`src/hdl/chm_pkg.sv`:
```
package chm_pkg;

	localparam int DEF_BUCKETS = 256;
	localparam int DEF_NODES   = 1024;
	localparam int CNT_W       = 9;
	localparam int KEY_W       = 32;
	localparam int VAL_W       = 32;
	localparam int ENT_W       = 11;
	localparam logic [KEY_W-1:0] HASH_MUL = 32'd1101524993;
	localparam logic [CNT_W-1:0] CNT_RESET = 9'd256;

	typedef enum logic [1:0] {
		FN_INSERT = 2'd0,
		FN_FIND   = 2'd1,
		FN_REMOVE = 2'd2,
		FN_CLEAR  = 2'd3
	} func_t;

	typedef enum logic [1:0] {
		ST_OK        = 2'd0,
		ST_NOT_FOUND = 2'd1,
		ST_FULL      = 2'd2
	} status_t;

	typedef enum logic [2:0] {
		S_IDLE,
		S_DIV,
		S_HEAD,
		S_WALK,
		S_NODE,
		S_ACT,
		S_POP,
		S_FIN
	} state_t;

	typedef struct packed {
		logic clear;
		logic pop;
		logic push;
	} pool_ctl_t;

	typedef struct packed {
		logic rd;
		logic kv_we;
		logic link_we;
	} node_ctl_t;

endpackage

```
`src/hdl/chm_hash_unit.sv`:
```
module chm_hash_unit #(
	parameter int BUCKETS = chm_pkg::DEF_BUCKETS,
	localparam int BW = (BUCKETS > 1) ? $clog2(BUCKETS) : 1
) (
	input  logic                       clk,
	input  logic                       arst_n,
	input  logic                       start,
	input  logic [chm_pkg::KEY_W-1:0]  key,
	input  logic [chm_pkg::CNT_W-1:0]  n,
	output logic                       done,
	output logic [BW-1:0]              bucket
);

	logic [chm_pkg::KEY_W-1:0] h_q;
	logic [chm_pkg::CNT_W-1:0] rem_q;
	logic [4:0]                cnt_q;
	logic                      busy_q;
	logic                      done_q;
	logic [chm_pkg::CNT_W:0]   trial;

	assign trial = {rem_q, h_q[chm_pkg::KEY_W-1]};

	always_ff @(posedge clk or negedge arst_n) begin
		if (!arst_n) begin
			busy_q <= 1'b0;
			done_q <= 1'b0;
			cnt_q  <= '0;
		end else begin
			done_q <= 1'b0;
			if (start) begin
				busy_q <= 1'b1;
				cnt_q  <= '0;
			end else if (busy_q) begin
				cnt_q <= cnt_q + 5'd1;
				if (cnt_q == 5'd31) begin
					busy_q <= 1'b0;
					done_q <= 1'b1;
				end
			end
		end
	end

	// restoring division, one quotient bit per cycle; only the remainder is kept
	always_ff @(posedge clk) begin
		if (start) begin
			h_q   <= key * chm_pkg::HASH_MUL;
			rem_q <= '0;
		end else if (busy_q) begin
			h_q <= {h_q[chm_pkg::KEY_W-2:0], 1'b0};
			if (trial >= {1'b0, n})
				rem_q <= chm_pkg::CNT_W'(trial - {1'b0, n});
			else
				rem_q <= trial[chm_pkg::CNT_W-1:0];
		end
	end

	assign done   = done_q;
	assign bucket = BW'(rem_q);

endmodule

```
`config.mk`:
```
export PLATFORM = sky130hd
export DESIGN_NAME = chm_hash_unit
export DESIGN_NICKNAME = d
export VERILOG_FILES = /design/src/hdl/chm_pkg.sv /design/src/hdl/chm_hash_unit.sv
export SDC_FILE = /design/constraint.sdc
export NUM_CORES = 1
export LEC_CHECK = 0
export BUFFER_PORTS_ARGS = -buffer_cell sky130_fd_sc_hd__buf_4
export CAP_MARGIN = 15
export CORE_MARGIN = 3
export CORE_UTILIZATION = 50
export DETAILED_ROUTE_END_ITERATION = 8
export PLACE_DENSITY = 0.79
export REMOVE_ABC_BUFFERS = 1
export SYNTH_ARGS = -nofsm -noshare
export SYNTH_HDL_FRONTEND = slang
export SYNTH_SLANG_ARGS = --single-unit
```
`constraint.sdc`:
```
create_clock -name clk -period 3.03 [get_ports clk]
set_clock_uncertainty 0.1 [all_clocks]
set_input_delay 0.1515 -clock clk [delete_from_list [all_inputs] [get_ports clk]]
set_output_delay 0.1515 -clock clk [all_outputs]
set_load 0.1 [all_outputs]
```
After elaboration in Yosys (flattened, before gate mapping)
Index checks and enable logic that the tools add are counted.

Register bits: 48. Input port bits: 44. Output and inout port bits: 9.

$add $sub $neg: 2. $mul: 1. Order comparisons: 1. Equality and inequality tests: 1. Muxes and demuxes: 11. Reduce and logical (&&, ||, !) cells: 1.

Operators by type and width (count): $mux 32 (2); $mul 32x31->32 const B (1); $ge 10x9->1 (1); $mux 5 (2); $mux 9 (1); $sub 9x9->9 (1); $mux 1 (6); $add 5x1->5 const B (1); $eq 5x5->1 const B (1); $reduce_bool 2->1 (1).

Depth between registers and ports, before layout
Gate-level depths: netlist of run 1.

Depth in word-level cells: 4. Depth in mapped cells: 21. Gate-level depth less buffers: 21.

Least setup slack after synthesis of run 1
Ideal clock, no wire load.

Kind: input port to flip-flop. Start point: in key[12] in the netlist's numbering. End point: reg h_q[31] in the netlist's numbering, data pin. Library setup time: 260 ps. Arrival time: 5483 ps. Required time: 2670 ps. Setup slack: -2812 ps. Stages on the path: 18. Buffers on the path: 0. Cell sequence: inv_1 > fa_1 > fa_1 > fa_1 > inv_1 > fa_1 > fa_1 > fa_1 > fa_1 > ha_1 > ha_1 > a21o_1 > a21o_1 > a21oi_1 > o21ai_0 > nor3_2 > xnor2_1 > mux2_2.

Cells in the longest elaborated chain, start to end: 2.

Ends and longest elaborated chain: start, declared (line chm_hash_unit.sv:8) `input logic [chm_pkg::KEY_W-1:0] key,`; $mul 32x31->32 (line chm_hash_unit.sv:46) `h_q <= key * chm_pkg::HASH_MUL;`; $mux 32 (line chm_hash_unit.sv:45) `if (start) begin`; end signal, assigned (line chm_hash_unit.sv:46); end signal, assigned (line chm_hash_unit.sv:49) `h_q <= {h_q[chm_pkg::KEY_W-2:0], 1'b0};`; end, declared (line chm_hash_unit.sv:14) `logic [chm_pkg::KEY_W-1:0] h_q;`.

No other way between the ends. A chain may end at the register's enable or synchronous reset.

Final worst setup path of run 1
Start point: in key[11] in the netlist's numbering. End point: reg h_q[31] in the netlist's numbering, data pin.

The elaborated chain is that of the path after synthesis.

==> results of run 1 <==
==> layout make-up <==
| class | count | area share [%] |
|---|---|---|
| timing repair buffer | 173 | 15.0 |
| sequential | 48 | 13.8 |
| multi-input combinational | 448 | 61.7 |
| clock buffer | 6 | 1.57 |
| clock inverter | 2 | 0.157 |
| tap | 176 | 2.30 |
| inverter | 134 | 5.43 |
==> metrics by stage <==
stage          area [um2]  utilization [%]
6_report             9560             71.1
4_1_cts              9230             68.6
3_3_place_gp         8200             60.9
3_5_place_dp         8200             60.9
5_1_grt              9560             71.1
2_1_floorplan        6890                -
==> flip-flops by register name (all words and copies together) (netlist names) <==
name    count
busy_q      1
cnt_q       5
h_q        32
rem_q       9
done        1
==> per-layer routing <==
layer  part of all wire [%]  vias up  wire length [um]  track usage (%)
li1                       -     2465                 -                -
met1                     37     2707              7490             26.5
met2                     54      185             10900             45.8
met3                    3.9       82               782             3.90
met4                    4.9        0               983             9.48
met5                      0        -                 0                0
==> repair_timing <==
| action | CTS | global route |
|---|---|---|
| pin swaps | 115 | 33 |
| buffers inserted | 17 | 11 |
| endpoints found under the setup margin | 17 | 17 |
| gates resized for setup | 138 | 43 |
| endpoints found under the hold margin | 7 | 0 |
| hold buffers | 1 | 0 |
==> worst max path at each step <==
stage               to  slack, ns
3_5_place_dp   h_q[31]      -3.17
6_report       h_q[31]      -2.55
5_1_grt        h_q[31]      -2.69
4_1_cts        h_q[31]      -2.47
2_1_floorplan  h_q[31]      -2.81
3_3_place_gp   h_q[30]      -2.98
==> cells in the final DEF (no fill, tap or decap), drive strengths merged, types with 3 or more instances in the layout <==
cell type and n:
dfxtp 9, nor3 4, fa 89, and3 5
mux2 25, nand2 17, buf 172, o21ai 13
xnor2 32, dfrtp 7, o31ai 3, mux2i 5
a21o 10, xor2 15, or3 3, edfxtp 32
nand3 4, and2 3, clkbuf 6, a211oi 5
nor2b 3, a311oi 5, nand4 3, clkinvlp 3
inv 133, nor2 24, a21oi 22, ha 132
==> kinds of logic (layout without fill, tap and decap cells) <==
group,count (synthesis),count (layout),share of synthesized area [%]
AO/OA/AOI/OAI,75,75,7.30
buffers and inverters,150,315,8.89
multiplexers,30,30,4.73
XOR/XNOR,47,47,5.88
AND/OR/NAND/NOR,75,75,5.41
adder cells (fa/ha/maj),221,221,49.0
flip-flops,48,48,18.8
==> run summary, run 1 <==
## Worst setup path
• critical-path cell list: buf_8 -> fa_1 -> inv_2 -> fa_1 -> fa_1 -> fa_1 -> inv_1 -> fa_1 -> fa_1 -> fa_1 -> ha_4 -> ha_4 -> nand2_2 -> o21ai_4 -> nand3_1 -> o21ai_2 -> nor3_2 -> xnor2_1 -> mux2_4
• Required @ worst endpoint: 2.98 ns
• r2r endpoint: rem_q[4]
• Setup Crit Path Kind: in -> reg
• slowest stage cell, crit path: sky130_fd_sc_hd__fa_1
• register-to-register setup slack: 0.40 ns
• Reg-to-Reg Start: h_q[31]
• combined buffer and inverter count along the critical path: 3
• worst stage delay on the critical path: 0.57 ns
• arrival time at the worst endpoint: 5.53 ns
• dominant delay contributor by cell family on the critical path: adder cells
• Worst setup startpoint: key[11]
• Crit. End Element: register
• most frequent cell on the critical path: sky130_fd_sc_hd__fa_1
• CP Depth: 19
• FF-to-FF path depth: 10
• top fanout value on the critical path: 4
• startpoint types: input pin

## Timing
• transition time at the pin with the least slew margin: 0.659 ns
• final number of max-transition violations: 0
• Final Hold Slack: 0.0941 ns
• setup total negative slack: -34.23 ns
• total setup violations reported at the end of the flow: 16
• Slew Limit Headroom: 56.1%
• final cycle utilization of the critical path: 184%
• RSZ-0062 raised after global routing: true
• Final Hold Vio Count: 0
• post-layout min period: 5.58 ns
• Achievable Freq: 179 MHz
• post-route worst setup slack: -2.55 ns

## Yosys
• ys async rst share: 14.6%
• count leader, synth: sky130_fd_sc_hd__inv_1
• cell type with the largest total area after synthesis: sky130_fd_sc_hd__fa_1
• flip-flop and latch count after synthesis: 48
• EDFF count, synth: 32
• cell count after synthesis: 646
• Synthesis Warnings: 0
• library cells used by synthesis: 53
• share of the synthesized area in the top cell type: 25.4%
• leading post-synthesis cells by instance count: sky130_fd_sc_hd__inv_1, sky130_fd_sc_hd__ha_1, sky130_fd_sc_hd__fa_1
• combined area of all synthesized cells: 0.00701 mm2
• dominant cells by area after synthesis: sky130_fd_sc_hd__fa_1, sky130_fd_sc_hd__ha_1, sky130_fd_sc_hd__edfxtp_1, sky130_fd_sc_hd__inv_1, sky130_fd_sc_hd__mux2_2
• top_reg_cell synth: sky130_fd_sc_hd__edfxtp_1
• Post-Synthesis Mean Instance Area: 10.8 um2
• sequential area share after synthesis: 18.8%

## Die
• # rows: 42
• core region area: 0.0135 mm2
• die footprint: 0.0155 mm2
• number of top-level pins: 53
• Die Height: 124 um
• Die X: 124 um
• starting density of the core: 52.1%

## Route
• post-route antenna net violation count: 0
• First DRT Iteration DRCs: 300
• total DRC errors in the routed layout: 0
• average wire length per cell after detail routing: 20.5 um
• number of vias after detailed routing: 5439
• routed wire length: 20.2 mm
• First-pass DRT Iterations: 5
• per-cell via count in the routed design: 5.51

## CTS
• CTS tree: done
• count of H-tree levels built during CTS: 2
• Clock Tree Root: sky130_fd_sc_hd__clkbuf_16
• worst skew pair latency: 0.30 ns
• number of clock buffers inserted by TritonCTS: 5
• number of sinks on the clock net: 48
• clock buffer depth: 2
• clock transition at the registers of the reported paths: 0.07 ns

## Layout
• final antenna diode count: 0
• number of fill cells in the layout: 897
• final instance count without filler cells: 987
• number of nets at the end of the flow: 1075
• combined area of the multi-input logic cells: 0.00590 mm2
• ratio of cells with drive above 1 in the final layout: 41.2%
• area of all sequential standard cells: 0.00132 mm2
• layout overhead on the synthesized area: 36.4%

## Outcome
• failing checks: negative setup slack
• run status: finished, violations left

## GRT
• antenna violations before repair: 0
• all-layer global routing usage: 24.1%
• number of global-route vias before repair: 6187
• wire length of the first global-routing pass: 30.1 mm
• overflow left after global routing: 0
• pin count of the biggest net entering global routing: 49

## Placement
• detailed-placement wirelength estimate: 13.3 mm
• weighted congestion reported at the end of routability-driven placement: 0.914
• post-place setup slack: -3.17 ns
• Placed Instances: 951
• Buffers on Ports: 52

## Worst hold path
• Hold WC Path Type: in -> async

## Flow run
• number of max-capacitance violations reported: 0

Power of run 1 is not shown: default switching activity piles up to over one toggle a cycle in this logic, so the estimate is an artifact.
==> inputs of run 2 (changes only) <==
- PLACE_DENSITY: 0.79 -> 0.74
- SKIP_LAST_GASP: default -> 1
==> run summary, run 2 (same netlist as run 1, synthesis figures left out) <==
## Worst setup path
• Required @ worst endpoint: 2.99 ns
• startpoint types: input pin
• Reg-to-Reg Start: h_q[31]
• Worst setup startpoint: key[8]
• Setup Crit Path Kind: in -> reg
• Crit. End Element: register
• arrival time at the worst endpoint: 5.57 ns
• top fanout value on the critical path: 3
• register-to-register setup slack: 0.39 ns

## Layout
• largest register by flop count: h_q
• Largest register FFs: 32
• ratio of cells with drive above 1 in the final layout: 40.9%
• number of fill cells in the layout: 956
• layout overhead on the synthesized area: 35.8%
• number of nets at the end of the flow: 1074
• Largest regs: h_q (32), rem_q (9), cnt_q (5)
• final antenna diode count: 0
• commonest non-fill, non-tap cell in the layout: sky130_fd_sc_hd__buf_4
• most frequent cells in the layout: sky130_fd_sc_hd__buf_4, sky130_fd_sc_hd__inv_1, sky130_fd_sc_hd__ha_1

## Route
• post-route antenna net violation count: 0
• number of vias after detailed routing: 5299
• average wire length per cell after detail routing: 18.8 um
• routed wire length: 18.5 mm
• total DRC errors in the routed layout: 0
• First DRT Iteration DRCs: 286
• per-cell via count in the routed design: 5.37
• First-pass DRT Iterations: 5

## GRT
• antenna violations before repair: 0
• wire length of the first global-routing pass: 30.2 mm
• pin count of the biggest net entering global routing: 49
• number of global-route vias before repair: 6086
• overflow left after global routing: 0
• all-layer global routing usage: 24.6%

## CTS
• clock transition at the registers of the reported paths: 0.07 ns
• CTS tree: done
• clock buffer depth: 2
• number of clock buffers inserted by TritonCTS: 5
• worst skew pair latency: 0.31 ns
• Clock Tree Root: sky130_fd_sc_hd__clkbuf_16
• count of H-tree levels built during CTS: 2
• number of sinks on the clock net: 48

## Timing
• RSZ-0062 raised after global routing: true
• Slew Limit Headroom: 58.0%
• final cycle utilization of the critical path: 185%
• post-route worst setup slack: -2.58 ns
• Achievable Freq: 178 MHz
• Final Hold Vio Count: 0
• total setup violations reported at the end of the flow: 16
• transition time at the pin with the least slew margin: 0.630 ns
• post-layout min period: 5.61 ns
• setup total negative slack: -32.76 ns
• final number of max-transition violations: 0
• Final Hold Slack: 0.0888 ns

## Outcome
• run status: finished, violations left
• failing checks: negative setup slack

## Placement
• Buffers on Ports: 52
• post-place setup slack: -3.10 ns
• detailed-placement wirelength estimate: 13.4 mm
• weighted congestion reported at the end of routability-driven placement: 0.905

## Worst hold path
• Hold WC Path Type: in -> async

## Die
• number of top-level pins: 53
• Die X: 124 um
• Die Height: 124 um
• # rows: 42
• core region area: 0.0135 mm2
• die footprint: 0.0155 mm2
• starting density of the core: 52.1%

## Flow run
• number of max-capacitance violations reported: 0

-- run 2: changes by cell type in the layout (fill, tap and decap cells not counted), sizes merged --
cell / delta
buf: -1
clkbuf: +1
clkinv: +1
clkinvlp: -1
inv: -1
-- run 2: timing repair --
action	in CTS	in global routing
hold buffers	1	0
endpoints found under the setup margin	17	17
resized for setup	152	18
pin swaps	123	45
hold endpoints to repair	7	0
buffers inserted	12	5
-- run 2: final timing paths --
path | end | depth (start not counted)
min in group clk | h_q[11] | 3
hold / removal | done | 2
hold reg to reg | rem_q[8] | 1
setup / recovery | h_q[27] | 20
max in group asynchronous | cnt_q[2] | 2
setup reg to reg | rem_q[4] | 10
-- run 2: layer usage --
metal | up-vias | share of wire (%) | GRT usage (%)
li1 | 2468 | - | -
met1 | 2642 | 40 | 27.8
met2 | 139 | 53 | 45.9
met3 | 50 | 3.3 | 4.16
met4 | 0 | 3.9 | 9.74
met5 | - | 0 | 0
-- run 2: area by class of cell --
type / count / area, um2 / area share [%]
sequential: 48 / 1320 / 13.8
inverter: 134 / 513 / 5.39
timing repair buffer: 172 / 1400 / 14.8
clock buffer: 7 / 164 / 1.72
tap: 176 / 220 / 2.31
multi-input combinational: 448 / 5890 / 61.9
clock inverter: 1 / 8.76 / 0.0920
-- run 2: worst max-delay path, stage by stage --
cell	delay [ns]
sky130_fd_sc_hd__buf_8	0.08
sky130_fd_sc_hd__clkinvlp_4	0.11
sky130_fd_sc_hd__buf_6	0.14
sky130_fd_sc_hd__fa_2	0.40
sky130_fd_sc_hd__fa_1	0.54
sky130_fd_sc_hd__fa_1	0.44
sky130_fd_sc_hd__fa_1	0.50
sky130_fd_sc_hd__inv_1	0.05
sky130_fd_sc_hd__fa_1	0.48
sky130_fd_sc_hd__fa_1	0.51
sky130_fd_sc_hd__fa_1	0.59
sky130_fd_sc_hd__ha_4	0.24
sky130_fd_sc_hd__ha_4	0.25
sky130_fd_sc_hd__a21oi_4	0.17
sky130_fd_sc_hd__o21ai_4	0.09
sky130_fd_sc_hd__buf_6	0.13
sky130_fd_sc_hd__a21o_1	0.18
sky130_fd_sc_hd__a21oi_2	0.16
sky130_fd_sc_hd__xnor2_1	0.09
sky130_fd_sc_hd__mux2_4	0.26
-- run 2: per-stage QoR --
step / cell area (um2) / util (%) / instances
after global routing: 9520 / 70.7 / 986
final: 9520 / 70.7 / 986
after global placement: 8280 / 61.5 / 962
after floorplan: 6890 / - / 630
after CTS: 9410 / 69.9 / 982
after detailed placement: 8280 / 61.5 / 962
Power of run 2 is left out for the same reason.
